File: config.mk
export PLATFORM = sky130hd
export DESIGN_NAME = nea_lane
export DESIGN_NICKNAME = d
export VERILOG_FILES = /design/src/rtl/core/nea_pkg.sv /design/src/rtl/core/nea_lane.sv
export SDC_FILE = /design/constraint.sdc
export NUM_CORES = 1
export LEC_CHECK = 0
export CAP_MARGIN = 20
export CORE_UTILIZATION = 42
export DETAILED_ROUTE_END_ITERATION = 10
export DONT_BUFFER_PORTS = 1
export PLACE_DENSITY = 0.58
export SLEW_MARGIN = 20
export SYNTH_ARGS = -nofsm -noshare
export SYNTH_HDL_FRONTEND = slang
export SYNTH_SLANG_ARGS = --single-unit
export TNS_END_PERCENT = 5
File: constraint.sdc
create_clock -name clk_i -period 7.5 [get_ports clk_i]
set_clock_uncertainty 0.05 [all_clocks]
set_input_delay 1.5 -clock clk_i [delete_from_list [all_inputs] [get_ports clk_i]]
set_output_delay 1.5 -clock clk_i [all_outputs]
set_load 0.01 [all_outputs]
File: src/rtl/core/nea_pkg.sv
// Shared types, constants and helpers for the normal equations accumulator.
// Depends on nothing; every other file of the block refers to it by scoped names.
`default_nettype none

package nea_pkg;

  // Fixed field widths and element counts of one input row.
  localparam int ElemW   = 16;
  localparam int ProdW   = 2 * ElemW;
  localparam int AccW    = 48;
  localparam int AFields = 4;
  localparam int BFields = 2;

  // Defaults for the top-level size parameters.
  localparam int MaxUnknownsDef = 4;
  localparam int MaxRhsDef      = 2;

  // Item modes.
  localparam logic [1:0] ModeAcc  = 2'd0;
  localparam logic [1:0] ModeClr  = 2'd1;
  localparam logic [1:0] ModeDump = 2'd2;

  // Configuration register indexes.
  localparam logic [1:0] CfgRows = 2'd0;
  localparam logic [1:0] CfgCols = 2'd1;

  // Reset values of the configuration registers.
  localparam logic [2:0] RowsReset = 3'd4;
  localparam logic [1:0] ColsReset = 2'd2;

  // Position and marking of one dumped entry.
  typedef struct packed {
    logic       which;
    logic [1:0] row;
    logic [1:0] col;
    logic       last;
  } dump_pos_t;

  // Turns a raw count register into an active count: zero acts as one, and
  // the count saturates at the given limit.
  function automatic logic [2:0] clamp_count(input logic [2:0] raw, input logic [2:0] limit);
    logic [2:0] n;
    n = raw;
    if (n == 3'd0) begin
      n = 3'd1;
    end
    if (n > limit) begin
      n = limit;
    end
    return n;
  endfunction

endpackage

`default_nettype wire

File: src/rtl/core/nea_lane.sv
// One multiply-accumulate lane: registered product and a saturating 48-bit sum.
// Depends on nea_pkg for widths.
`default_nettype none

module nea_lane (
  input  wire logic                                clk_i,
  input  wire logic                                rst_ni,
  input  wire logic                                en_i,
  input  wire logic                                clr_i,
  input  wire logic signed [nea_pkg::ElemW-1:0]    a_i,
  input  wire logic signed [nea_pkg::ElemW-1:0]    b_i,
  output logic signed [nea_pkg::AccW-1:0]          acc_o
);

  localparam int SumW = nea_pkg::AccW + 1;
  localparam logic signed [nea_pkg::AccW-1:0] AccMax = {1'b0, {(nea_pkg::AccW-1){1'b1}}};
  localparam logic signed [nea_pkg::AccW-1:0] AccMin = {1'b1, {(nea_pkg::AccW-1){1'b0}}};

  logic signed [nea_pkg::ProdW-1:0] prod_q;
  logic                             pvld_q;
  logic signed [nea_pkg::AccW-1:0]  acc_q;
  logic signed [nea_pkg::AccW-1:0]  acc_d;
  logic signed [SumW-1:0]           sum;

  // Product stage: the multiplier output is registered before the add.
  always_ff @(posedge clk_i or negedge rst_ni) begin
    if (!rst_ni) begin
      pvld_q <= 1'b0;
    end else begin
      pvld_q <= en_i;
    end
  end

  always_ff @(posedge clk_i) begin
    if (en_i) begin
      prod_q <= a_i * b_i;
    end
  end

  // Saturating accumulate. A clear arrives after any pending product, so it wins.
  always_comb begin
    sum = SumW'(acc_q) + SumW'(prod_q);
    acc_d = acc_q;
    if (clr_i) begin
      acc_d = '0;
    end else if (pvld_q) begin
      if (sum[SumW-1] != sum[SumW-2]) begin
        acc_d = sum[SumW-1] ? AccMin : AccMax;
      end else begin
        acc_d = sum[nea_pkg::AccW-1:0];
      end
    end
  end

  always_ff @(posedge clk_i or negedge rst_ni) begin
    if (!rst_ni) begin
      acc_q <= '0;
    end else begin
      acc_q <= acc_d;
    end
  end

  assign acc_o = acc_q;

endmodule

`default_nettype wire

**After elaboration in Yosys (flattened, before gate mapping)**

Cells that the tools add are included.

- Flip-flop bits (word level): 81
- Input bits: 36
- Output and inout port bits: 48
- Logic and storage cells: 11

- Eq/ne operators: 1
- Reduce and logical (&&, ||, !) cells: 1
- Multiplexer cells: 4
- $add $sub $neg: 1
- Multipliers: 1

Operators by type and width:

| operator | number |
|---|---|
| $mux W48 | 4 |
| $add A48 B32 Y49 | 1 |
| $mul A16 B16 Y32 | 1 |
| $reduce_bool A2 Y1 | 1 |
| $ne A1 B1 Y1 | 1 |

**Logic depth before layout (Yosys ltp)**

- Word-level depth: 5
- Depth in mapped cells: 23
- Gate-level depth less buffers: 22

**Worst setup path after synthesis**

No wires, ideal clock.

- Path type: input port to flip-flop
- From: input port a_i[11] in the netlist's numbering
- To: register prod_q[29] in the netlist's numbering (data pin)
- Setup slack: 38 ps
- Cell stages on the path: 21
- Path buffers: 1
- Required time: 7192 ps
- Library setup time: 258 ps
- Arrival time: 7155 ps
- Cells stage by stage: clkbuf_1 nand2_1 fa_1 fa_1 fa_1 inv_1 fa_1 fa_1 inv_1 fa_1 inv_1 ha_1 a21o_1 a21o_1 a221o_1 a31o_1 a31o_2 o31ai_2 o2111ai_1 a21oi_1 xnor2_1

- Word-level cells in the longest chain between the ends: 1

Ends and longest elaborated chain:

| what | RTL line | text |
|---|---|---|
| start, declared | nea_lane.sv:10 | `input wire logic signed [nea_pkg::ElemW-1:0] a_i,` |
| $mul A16 B16 Y32 | nea_lane.sv:36 | `prod_q <= a_i * b_i;` |
| end signal, assigned | nea_lane.sv:36 |  |
| end, declared | nea_lane.sv:19 | `logic signed [nea_pkg::ProdW-1:0] prod_q;` |

Every way passes these cells.
A chain may end at the register's enable or synchronous reset.

**Final worst setup path**

- From: input port b_i[4] in the netlist's numbering
- To: register prod_q[28] in the netlist's numbering (data pin)

- Word-level cells in the longest chain between the ends: 1

Ends and longest elaborated chain:

| what | RTL line | text |
|---|---|---|
| start, declared | nea_lane.sv:11 | `input wire logic signed [nea_pkg::ElemW-1:0] b_i,` |
| $mul A16 B16 Y32 | nea_lane.sv:36 |  |

Every way passes these cells.

==> reports/metrics.cfg <==
[die]
rows=69
fp.dieArea_um2=37300
die_h_um=193
core-area_um2=35700
die-width_um=193
boundaryPins=84
start_util_pct=42.9

[sta]
rsz0062_at_grt=false
finalSetupTns_ps=0
slew_headroom_pct=49.2
hold_viol=0
max_freq_mhz=140
hold_ws_ps=511
finalMaxSlewViolations=0
max_slew.worst_pin.slew_ps=762
period_needed_ps=7170
setup_viol=0
finalCritPeriodShare_pct=95.6

[global_route]
grt-ovfl-total=0
grt_first_pass_wirelength_um=59700
first_global_vias=11600
antenna_found_initial=0
grt_max_degree=50
grtUsageTotal_pct=20.2

[clock_network]
h-tree-depth=3
cts_buffers=9
clk-insertion-delay-late_ps=340
post_cts_resized=0
root_buffer=clkbuf_16
post_cts_buffers=0
path_clk_slew_ps=60
cts_tree=yes
ctsHoldBuffers=0
cts_buffer_depth=2
clock-sinks=81

[synthesis]
syn-instance-count=1607
synth_ff_type=dfrtp_1
synth.avg_cell_area_um2=9.55
yosys_warnings=0
synth.most_common_cell=inv_1
synth_top_area_share_pct=34.3
syn_area_um2=15300
synth_top_area_cell=fa_1
ys_seq_area_share_pct=14.3
synth_cell_types=70
synth-seq-cells=81
async_flop_share_pct=60.5
synthTopCellsByArea=fa_1 (34%), ha_1 (11%), dfrtp_1 (8.0%)
synth_edf_count=32
synth_fp_nets=2036
synth_common_cells=inv_1 (306), fa_1 (263), nand2_1 (151)

[final_layout]
finish.utilization_pct=45.0
fillers=3430
n_antenna_cell=0
finalNetCount=1998
syn2layout_area_growth_pct=4.82
layoutNonFillerInstCount=2035
layout-drive-gt1-share_pct=2.99

[detailed_routing]
routed_via_density=5.26
ant_nets=0
wl_per_cell_um=17.6
route.detailed.drc=8
met3WireLength_um=2000
highest_layer=met4
dr_wl_met2_um=16500
vias=10700
drt-met1-wl_um=16900
first_pass_iters=11
drt-initial-drc-count=524
finalWirelength_um=35900

[placement]
dp_hpwl_um=29600
place_inst=2018
port_buffers=0
routabilityCongestion=0.941

[worst_hold_path]
hp-class=reg -> reg

[run_status]
run_status=finished, violations left
failed_checks=DRC

[setup_path]
worstSetupPathType=in -> reg
critPathMaxFanout=16
cp.required_ps=7530
start_kind=primary input
arrival_ps=7200
endpoint_kind=register

[flow_run]
drv_cap=0

state kept, by name (all words and copies together) (netlist names):
name and flops:
acc_o 48, prod_q 32, pvld_q 1
metal layers:
metal | vias up | GRT usage (%)
met5 | - | 0
met4 | 0 | 3.76
met3 | 28 | 3.13
met2 | 241 | 33.7
met1 | 5315 | 28.0
li1 | 5118 | -
critical path, stage by stage:
cell and delay [ps]:
and2_1 160, fa_1 540, inv_1 50, fa_1 450
fa_1 510, inv_1 60, fa_1 490, fa_1 490
inv_1 50, fa_1 470, inv_1 40, ha_1 290
a21o_1 170, a21o_1 170, a221o_1 380, nor3b_1 250
a211oi_1 200, a2111oi_0 400, buf_4 180, o21bai_1 60
a21oi_1 190, xnor2_1 100
stage by stage:
step	instance area, um^2	setup slack (ps)
2_1_floorplan	15300	37.8
3_3_place_gp	15700	48.3
3_5_place_dp	15700	-49.2
4_1_cts	16100	336
5_1_grt	16100	42.9
6_report	16100	332
placed cells by master, fill, tap and decap left out, types with 6 or more instances in the layout:
| master | instances |
|---|---|
| a21oi_1 | 60 |
| nor2b_1 | 7 |
| a211oi_1 | 11 |
| and2_1 | 138 |
| buf_4 | 11 |
| o21bai_1 | 14 |
| nor2_1 | 41 |
| o21a_1 | 14 |
| ha_1 | 130 |
| o211ai_1 | 8 |
| a221o_1 | 48 |
| a21boi_0 | 6 |
| o21ai_0 | 34 |
| a21o_1 | 39 |
| edfxtp_1 | 32 |
| xnor2_1 | 48 |
| and3_1 | 9 |
| nand3_1 | 11 |
| nand4_1 | 12 |
| clkbuf_16 | 9 |
| xor2_1 | 27 |
| nand2b_1 | 12 |
| inv_1 | 306 |
| fa_1 | 263 |
| a31oi_1 | 10 |
| dfrtp_1 | 49 |
| nand2_1 | 151 |
path summary, 6_finish.rpt:
path                                       from               endpoint  slack, ps  depth (start not counted)
min in group asynchronous                rst_ni   acc_o[7]$_DFFE_PN0P_        800                          0
min                            pvld_q$_DFF_PN0_  acc_o[47]$_DFFE_PN0P_        510                          1
max in group asynchronous                rst_ni  acc_o[28]$_DFFE_PN0P_       6490                          0
min reg2reg                    pvld_q$_DFF_PN0_  acc_o[47]$_DFFE_PN0P_        510                          1
max                                      b_i[4]   prod_q[28]$_DFFE_PP_        330                         22
max reg2reg                prod_q[31]$_DFFE_PP_  acc_o[20]$_DFFE_PN0P_       3750                         11
cells by family after synthesis:
logic type	Yosys count	share of synthesized area (%)
DFF	81	14.3
adders and majority gates	393	44.9
xor gates and xnor gates	75	4.28
AOI/OAI and AO/OA	283	13.6
buffers and inverters	367	9.28
muxes	1	0.0653
and+or+nand+nor	407	13.6
cell type report:
class | instances | area [um^2] | area share, %
multi-input cells | 1159 | 11700 | 73.0
flip-flops and latches | 81 | 2190 | 13.6
inverters | 306 | 1150 | 7.14
well taps | 461 | 577 | 3.59
clock buffers | 9 | 225 | 1.40
repair buffers | 12 | 110 | 0.685
clock inverters | 7 | 95.1 | 0.591
Power is not shown: default switching activity piles up to over one toggle a cycle in this logic, so the estimate is an artifact.
