## src/rtl/core/nea_pkg.sv

```systemverilog
// Shared types, constants and helpers for the normal equations accumulator.
// Depends on nothing; every other file of the block refers to it by scoped names.
`default_nettype none

package nea_pkg;

  // Fixed field widths and element counts of one input row.
  localparam int ElemW   = 16;
  localparam int ProdW   = 2 * ElemW;
  localparam int AccW    = 48;
  localparam int AFields = 4;
  localparam int BFields = 2;

  // Defaults for the top-level size parameters.
  localparam int MaxUnknownsDef = 4;
  localparam int MaxRhsDef      = 2;

  // Item modes.
  localparam logic [1:0] ModeAcc  = 2'd0;
  localparam logic [1:0] ModeClr  = 2'd1;
  localparam logic [1:0] ModeDump = 2'd2;

  // Configuration register indexes.
  localparam logic [1:0] CfgRows = 2'd0;
  localparam logic [1:0] CfgCols = 2'd1;

  // Reset values of the configuration registers.
  localparam logic [2:0] RowsReset = 3'd4;
  localparam logic [1:0] ColsReset = 2'd2;

  // Position and marking of one dumped entry.
  typedef struct packed {
    logic       which;
    logic [1:0] row;
    logic [1:0] col;
    logic       last;
  } dump_pos_t;

  // Turns a raw count register into an active count: zero acts as one, and
  // the count saturates at the given limit.
  function automatic logic [2:0] clamp_count(input logic [2:0] raw, input logic [2:0] limit);
    logic [2:0] n;
    n = raw;
    if (n == 3'd0) begin
      n = 3'd1;
    end
    if (n > limit) begin
      n = limit;
    end
    return n;
  endfunction

endpackage

`default_nettype wire

```

## src/rtl/core/nea_dump.sv

```systemverilog
// Merging stage: walks the active entries of both stores and registers them
// onto the result channel. Depends on nea_pkg for widths and the position struct.
`default_nettype none

module nea_dump (
  input  wire logic                               clk_i,
  input  wire logic                               rst_ni,
  input  wire logic                               start_i,
  input  wire logic [2:0]                         nr_i,
  input  wire logic [1:0]                         nc_i,
  input  wire logic signed [nea_pkg::AccW-1:0]    ata_val_i [0:3][0:3],
  input  wire logic signed [nea_pkg::AccW-1:0]    atb_val_i [0:3][0:1],
  input  wire logic                               out_ready_i,
  output logic                                    busy_o,
  output logic                                    out_valid_o,
  output logic signed [nea_pkg::AccW-1:0]         value_o,
  output nea_pkg::dump_pos_t                      pos_o
);

  logic                            busy_q, busy_d;
  logic                            which_q, which_d;
  logic [1:0]                      row_q, row_d;
  logic [1:0]                      col_q, col_d;
  logic                            ovld_q, ovld_d;
  logic signed [nea_pkg::AccW-1:0] value_q;
  nea_pkg::dump_pos_t              pos_q;
  logic                            emit;
  logic [2:0]                      limit;
  logic                            col_last;
  logic                            row_last;
  logic signed [nea_pkg::AccW-1:0] sel_val;

  // One entry leaves per cycle whenever the output register is free or drains.
  assign emit     = busy_q && (!ovld_q || out_ready_i);
  assign limit    = which_q ? {1'b0, nc_i} : nr_i;
  assign col_last = (3'(col_q) + 3'd1) == limit;
  assign row_last = (3'(row_q) + 3'd1) == nr_i;
  assign sel_val  = which_q ? atb_val_i[row_q][col_q[0]] : ata_val_i[row_q][col_q];

  // Row-major walk, first over A-transpose-A, then over A-transpose-B.
  always_comb begin
    busy_d  = busy_q;
    which_d = which_q;
    row_d   = row_q;
    col_d   = col_q;
    if (start_i) begin
      busy_d  = 1'b1;
      which_d = 1'b0;
      row_d   = '0;
      col_d   = '0;
    end else if (emit) begin
      if (col_last) begin
        col_d = '0;
        if (row_last) begin
          row_d = '0;
          if (which_q) begin
            busy_d = 1'b0;
          end else begin
            which_d = 1'b1;
          end
        end else begin
          row_d = row_q + 2'd1;
        end
      end else begin
        col_d = col_q + 2'd1;
      end
    end
  end

  // Output register valid flag.
  always_comb begin
    ovld_d = ovld_q;
    if (emit) begin
      ovld_d = 1'b1;
    end else if (out_ready_i) begin
      ovld_d = 1'b0;
    end
  end

  always_ff @(posedge clk_i or negedge rst_ni) begin
    if (!rst_ni) begin
      busy_q  <= 1'b0;
      which_q <= 1'b0;
      row_q   <= '0;
      col_q   <= '0;
      ovld_q  <= 1'b0;
    end else begin
      busy_q  <= busy_d;
      which_q <= which_d;
      row_q   <= row_d;
      col_q   <= col_d;
      ovld_q  <= ovld_d;
    end
  end

  // Result payload.
  always_ff @(posedge clk_i) begin
    if (emit) begin
      value_q     <= sel_val;
      pos_q.which <= which_q;
      pos_q.row   <= row_q;
      pos_q.col   <= col_q;
      pos_q.last  <= which_q && row_last && col_last;
    end
  end

  assign busy_o      = busy_q;
  assign out_valid_o = ovld_q;
  assign value_o     = value_q;
  assign pos_o       = pos_q;

endmodule

`default_nettype wire

```

## config.mk

```make
export PLATFORM = sky130hd
export DESIGN_NAME = nea_dump
export DESIGN_NICKNAME = d
export VERILOG_FILES = /design/src/rtl/core/nea_pkg.sv /design/src/rtl/core/nea_dump.sv
export SDC_FILE = /design/constraint.sdc
export NUM_CORES = 1
export LEC_CHECK = 0
export BUFFER_PORTS_ARGS = -buffer_cell sky130_fd_sc_hd__buf_2
export CAP_MARGIN = 20
export CORE_AREA = 2 2 469 471
export DETAILED_ROUTE_END_ITERATION = 8
export DIE_AREA = 0 0 471 473
export GPL_TIMING_DRIVEN = 0
export MAX_ROUTING_LAYER = met4
export PLACE_DENSITY = 0.3
export SETUP_SLACK_MARGIN = 0.4
export SYNTH_ARGS = -nofsm -noshare
export SYNTH_HDL_FRONTEND = slang
export SYNTH_SLANG_ARGS = --single-unit
```

## constraint.sdc

```tcl
create_clock -name clk_i -period 2.75 [get_ports clk_i]
set_input_delay 0.825 -clock clk_i [delete_from_list [all_inputs] [get_ports clk_i]]
set_output_delay 0.825 -clock clk_i [all_outputs]
set_load 0.005 [all_outputs]
```

-- Yosys cells after proc, flatten, opt, wreduce, memory -nomap -nowiden
Index checks and enable logic that the tools add are counted.
- $add $sub $neg: 4
- $lt $le $gt $ge: 3
- eq/ne operators: 2
- multiplexer cells: 32
- bitwise logic cells: 3
- reductions and logical operators: 13
- operators with widths (operator ; number):
    $bmux 192 s2 ; 1
    $mux 192 ; 2
    $mux 48 ; 6
    $bmux 96 s2 ; 1
    $mux 96 ; 2
    $bmux 48 s2 ; 1
    $mux 2 ; 7
    $mux 1 ; 11
    $reduce_bool 2->1 ; 5
    $add 2x1->3 const B ; 2
    $eq 3x3->1 ; 2
    $ge 3x3->1 const B ; 2
    $not 2->3 ; 2
    $add 2x1->2 const B ; 2
    $reduce_and 4->1 ; 1
    $logic_and 1x1->1 ; 3
    $mux 3 ; 1
    $reduce_and 3->1 ; 1
    $ge 2x2->1 const B ; 1
    $not 1->2 ; 1
    $reduce_and 2->1 ; 1
    $logic_not 1->1 ; 1
    $logic_or 1x1->1 ; 1
- flip-flop bits (word level): 61
- bits of input ports: 1161
- output and inout port bits: 56

-- Depth between registers and ports, before layout
- word-level depth: 8
- depth in mapped cells: 9
- gate-level depth less buffers: 5

-- Worst setup path after synthesis
OpenSTA, ideal clock, no wires.
- kind: input port to flip-flop
- start point: input out_ready_i
- end point: register pos_q (netlist bit pos_o[0]), enable pin
- setup time: 0.409 ns
- data arrival time: 2.144 ns
- required time: 2.341 ns
- setup slack: 0.197 ns
- stages on the path: 3
- path buffers: 0
- path through: nand2b_1 nand2_1 inv_1
- longest elaborated chain between the ends: 2
- ends and longest elaborated chain (what ; RTL line ; text):
    start, declared ; nea_dump.sv:13 ; input wire logic out_ready_i,
    $logic_or 1x1->1 ; nea_dump.sv:34 ; assign emit = busy_q && (!ovld_q || out_ready_i);
    $logic_and 1x1->1 ; nea_dump.sv:34 ;
    named net emit ; nea_dump.sv:27 ; logic emit;
    end, declared ; nea_dump.sv:26 ; nea_pkg::dump_pos_t pos_q;
The timed path passes the listed nets, and every way through them passes these cells.
A chain may end at the register's enable or synchronous reset.

-- Worst setup path after layout
- start point: register row_q[0]
- end point: register value_q (netlist bit value_o[25]), data pin
- longest elaborated chain between the ends: 8
- ends and longest elaborated chain (what ; RTL line ; text):
    start, declared ; nea_dump.sv:22 ; logic [1:0] row_q, row_d;
    start signal, assigned ; nea_dump.sv:90 ; row_q <= row_d;
    $not 2->3 (not written as such) (*) ; nea_dump.sv:38 ; assign sel_val = which_q ? atb_val_i[row_q][col_q[0]] : ata_val_i[row_q][col_q];
    $bmux 192 s2 / $bmux 96 s2 (equally long branches) ; nea_dump.sv:38 ;
    $mux 192 (not written as such) / $mux 96 (equally long branches) (2 in a row) ; nea_dump.sv:38 ;
    $bmux 48 s2 / $mux 48 (equally long branches) ; nea_dump.sv:38 ;
    $mux 48 (not written as such) (2 in a row) ; nea_dump.sv:38 ;
    $mux 48 (*) ; nea_dump.sv:38 ;
    named net sel_val, one bit ; nea_dump.sv:31 ; logic signed [nea_pkg::AccW-1:0] sel_val;
    end signal, assigned ; nea_dump.sv:99 ; value_q <= sel_val;
    end, declared ; nea_dump.sv:25 ; logic signed [nea_pkg::AccW-1:0] value_q;
The timed path passes the listed nets; every way through them passes the cells marked *. The select of a mux whose other input is x is not followed.

==> out/summary.md <==
• Net count, final: 3379
• clock skew after layout: 0.0323 ns
• number of antenna-violating nets in the routed design: 0
• number of flip-flops and latches in the synthesized netlist: 61
• cell area after technology mapping: 11100 um^2
• Num CTS Buffers: 9
• final cell count without fillers: 5231
• Critical Path, Cell by Cell: buf_12 > buf_16 > buf_16 > buf_12 > mux4_2 > a22oi_2 > nand3_1
• Final Max Slew Viols: 0
• crit path setup slack, layout: 0.285 ns
• Final Cell Area: 25000 um^2
• ratio of final minimum period to clock period: 0.896
• startpoint type of the worst setup path: register
• unrepaired setup endpoints after global routing: yes
• Critical-path top delay cell: sky130_fd_sc_hd__mux4_2
• Fin. Hold Viols: 0
• Crit Path Max Fanout: 7
• run status: complete, no violations
• post-synthesis async set-or-reset flop share: 0.115
• number of placed I/O pins: 1217
• setup-violating endpoint count in the final report: 0
• antenna violations before repair: 308
• number of enable-type register cells in the synthesized netlist: 54
• data arrival at the endpoint of the critical path: 2.68 ns
• Seq/Total Area, Yosys: 0.162
• floorplan row count: 172
• max_slew headroom: 0.0393
• global-route wire length before repair: 239000 um
• Largest delay share family, worst path: buffers and inverters
• per-cell routed wire length: 39.3 um
• type of the setup path with the least slack: register to register
• final wirelength: 206000 um
• area post-placement: 21200 um^2
• area growth from synthesis to final layout: 126%
• cell count after synthesis: 866
• post-detail-place hpwl: 185000 um
• Least-Margin Pin Slew: 1.44 ns
• cells on worst reg2reg path: 7
• clock slew at reported path FFs: 0.11 ns
• number of input and output port buffers inserted: 1216
• buffers from clock root to sink, at most: 2
• share of final-layout standard cells stronger than drive strength 1: 0.852
• aggregate global-route resource usage: 0.182
• pre-CTS setup slack: -1.53 ns
• H-tree depth reported by CTS: 3
• Pwr Total: 7640 uW
• max capacitance violation total: 0
• most common flop cell mapped by yosys: sky130_fd_sc_hd__edfxtp_1
• CP required: 2.97 ns
• number of global-route vias before repair: 16800
• global placement routability congestion: 0.861
• yosys synthesis warning count: 0
• clock root cell: sky130_fd_sc_hd__clkbuf_16
• TritonRoute pass-1 iters: 5
• Netlist cell types: 35
• clock insertion delay at the later pin of the skew report: 0.47 ns
• area of the die: 223000 um^2
• final critical-path required period: 2.47 ns
• detailed router's first-iteration violation count: 1184
• CTS tree: done
• utilization after layout: 0.115
• critical path depth in cells: 7
• post-synthesis average cell area: 12.8 um^2
• number of DRC violations after detailed routing: 0
• area of the core: 218000 um^2
• power per unit of standard cell area: 305 nW/um^2
• P_leak: 0.00972 uW
• type of the worst min-delay path: input pin to asynchronous set/reset pin
• routed vias: 16600
• die extent in y: 473 um
• Initial Utilization: 0.0509
• maximum single-stage delay on the critical path: 0.55 ns
• Syn Nets: 2029
• number of clock sinks seen by CTS: 61
• largest net degree at the start of global routing: 23
• worst IR drop on VDD: 417 uV
• placed insts: 4976
• maximum clock frequency: 406 MHz
• WP buf/inv: 4
• leftover overflow at the end of global routing: 0
• die width: 471 um
• Worst setup EP type: register
• number of vias per cell after detailed routing: 3.17
-- registers in the layout, summed over array words and instances (netlist names) --
signal / cells
busy_o: 1
col_q: 2
out_valid_o: 1
pos_o: 6
row_q: 2
value_o: 48
which_q: 1
-- routing by layer --
metal	share of wire	vias to the layer above	GRT usage
met5	0	-	-
met4	0.024	0	0.0341
met3	0.13	319	0.0924
met2	0.47	1396	0.298
met1	0.38	8147	0.199
li1	-	6732	-
-- area by class of cell --
| cell class | count | area [um^2] |
|---|---|---|
| fill | 25300 | 193000 |
| multi-input combinational | 694 | 9810 |
| timing repair buffer | 1340 | 7850 |
| tap | 2871 | 3590 |
| sequential | 61 | 1810 |
| buffer | 106 | 1330 |
| antenna | 139 | 348 |
| clock buffer | 9 | 225 |
| clock inverter | 7 | 50.0 |
| inverter | 4 | 18.8 |
-- power breakdown --
| part | internal [uW] | leakage, uW | switching [uW] | total [uW] |
|---|---|---|---|---|
| registers | 1180 | 0.000616 | 68.2 | 1240 |
| clock network | 616 | 0.000140 | 784 | 1400 |
| logic | 2360 | 0.00897 | 2640 | 5000 |
-- kinds of logic (layout without fill, tap and decap cells) --
group,after synthesis,after routing,share of synthesized area
fa+ha+maj,2,2,0.00225
compound gates,152,152,0.0982
xor+xnor,7,7,0.00552
simple gates,134,134,0.0558
flops,61,61,0.162
buf+inv,111,1466,0.0542
mux,399,399,0.622
other cells,0,139,0
-- Yosys cell counts, drive strengths merged, types with 2 or more instances --
| master | count | area [um^2] |
|---|---|---|
| a211oi | 2 | 15.0 |
| a221oi | 36 | 315 |
| a22oi | 72 | 541 |
| buf | 61 | 414 |
| clkbuf | 46 | 173 |
| dfrtp | 7 | 175 |
| edfxtp | 54 | 1620 |
| ha | 2 | 25.0 |
| inv | 4 | 15.0 |
| mux2 | 48 | 541 |
| mux2i | 123 | 1230 |
| mux4 | 228 | 5130 |
| nand2 | 53 | 199 |
| nand2b | 3 | 18.8 |
| nand3 | 65 | 325 |
| nor2 | 4 | 15.0 |
| nor2b | 3 | 18.8 |
| nor3 | 3 | 20.0 |
| o21ai | 38 | 190 |
| xnor2 | 5 | 43.8 |
| xor2 | 2 | 17.5 |
-- metrics by stage --
step / hold WS [ns] / setup TNS [ns]
2_1_floorplan: 0.475 / 0
3_3_place_gp: 0.500 / -169.44
3_5_place_dp: 0.492 / -55.26
4_1_cts: 0.146 / 0
5_1_grt: 0.186 / 0
6_report: 0.225 / 0
-- timing repair --
action	in CTS	in global routing
resized for setup	357	136
hold buffers	0	0
pin swaps	30	32
setup endpoints to repair	67	51
buffers inserted	67	24
gates cloned	6	4
-- final timing paths --
check / from / to / slack [ns]
setup / recovery: row_q[0] / value_o[25] / 0.28
hold / removal: rst_ni / out_valid_o / 0.22
setup reg to reg: row_q[0] / value_o[25] / 0.28
hold reg to reg: busy_o / out_valid_o / 0.55
max in group asynchronous: rst_ni / col_q[1] / 2.32
min in group clk_i: busy_o / out_valid_o / 0.55
-- cells in the final DEF (no fill, tap or decap), types with 24 or more instances in the layout --
cell type,instances
sky130_fd_sc_hd__a221oi_1,24
sky130_fd_sc_hd__a22oi_1,35
sky130_fd_sc_hd__a22oi_2,37
sky130_fd_sc_hd__buf_12,36
sky130_fd_sc_hd__buf_16,33
sky130_fd_sc_hd__buf_2,1219
sky130_fd_sc_hd__buf_4,64
sky130_fd_sc_hd__buf_8,25
sky130_fd_sc_hd__clkbuf_2,26
sky130_fd_sc_hd__diode_2,139
sky130_fd_sc_hd__edfxtp_1,54
sky130_fd_sc_hd__mux2_4,27
sky130_fd_sc_hd__mux2i_1,101
sky130_fd_sc_hd__mux4_2,228
sky130_fd_sc_hd__nand2_1,24
sky130_fd_sc_hd__nand3_1,30
No activity file was read; power rests on OpenSTA's default activity.
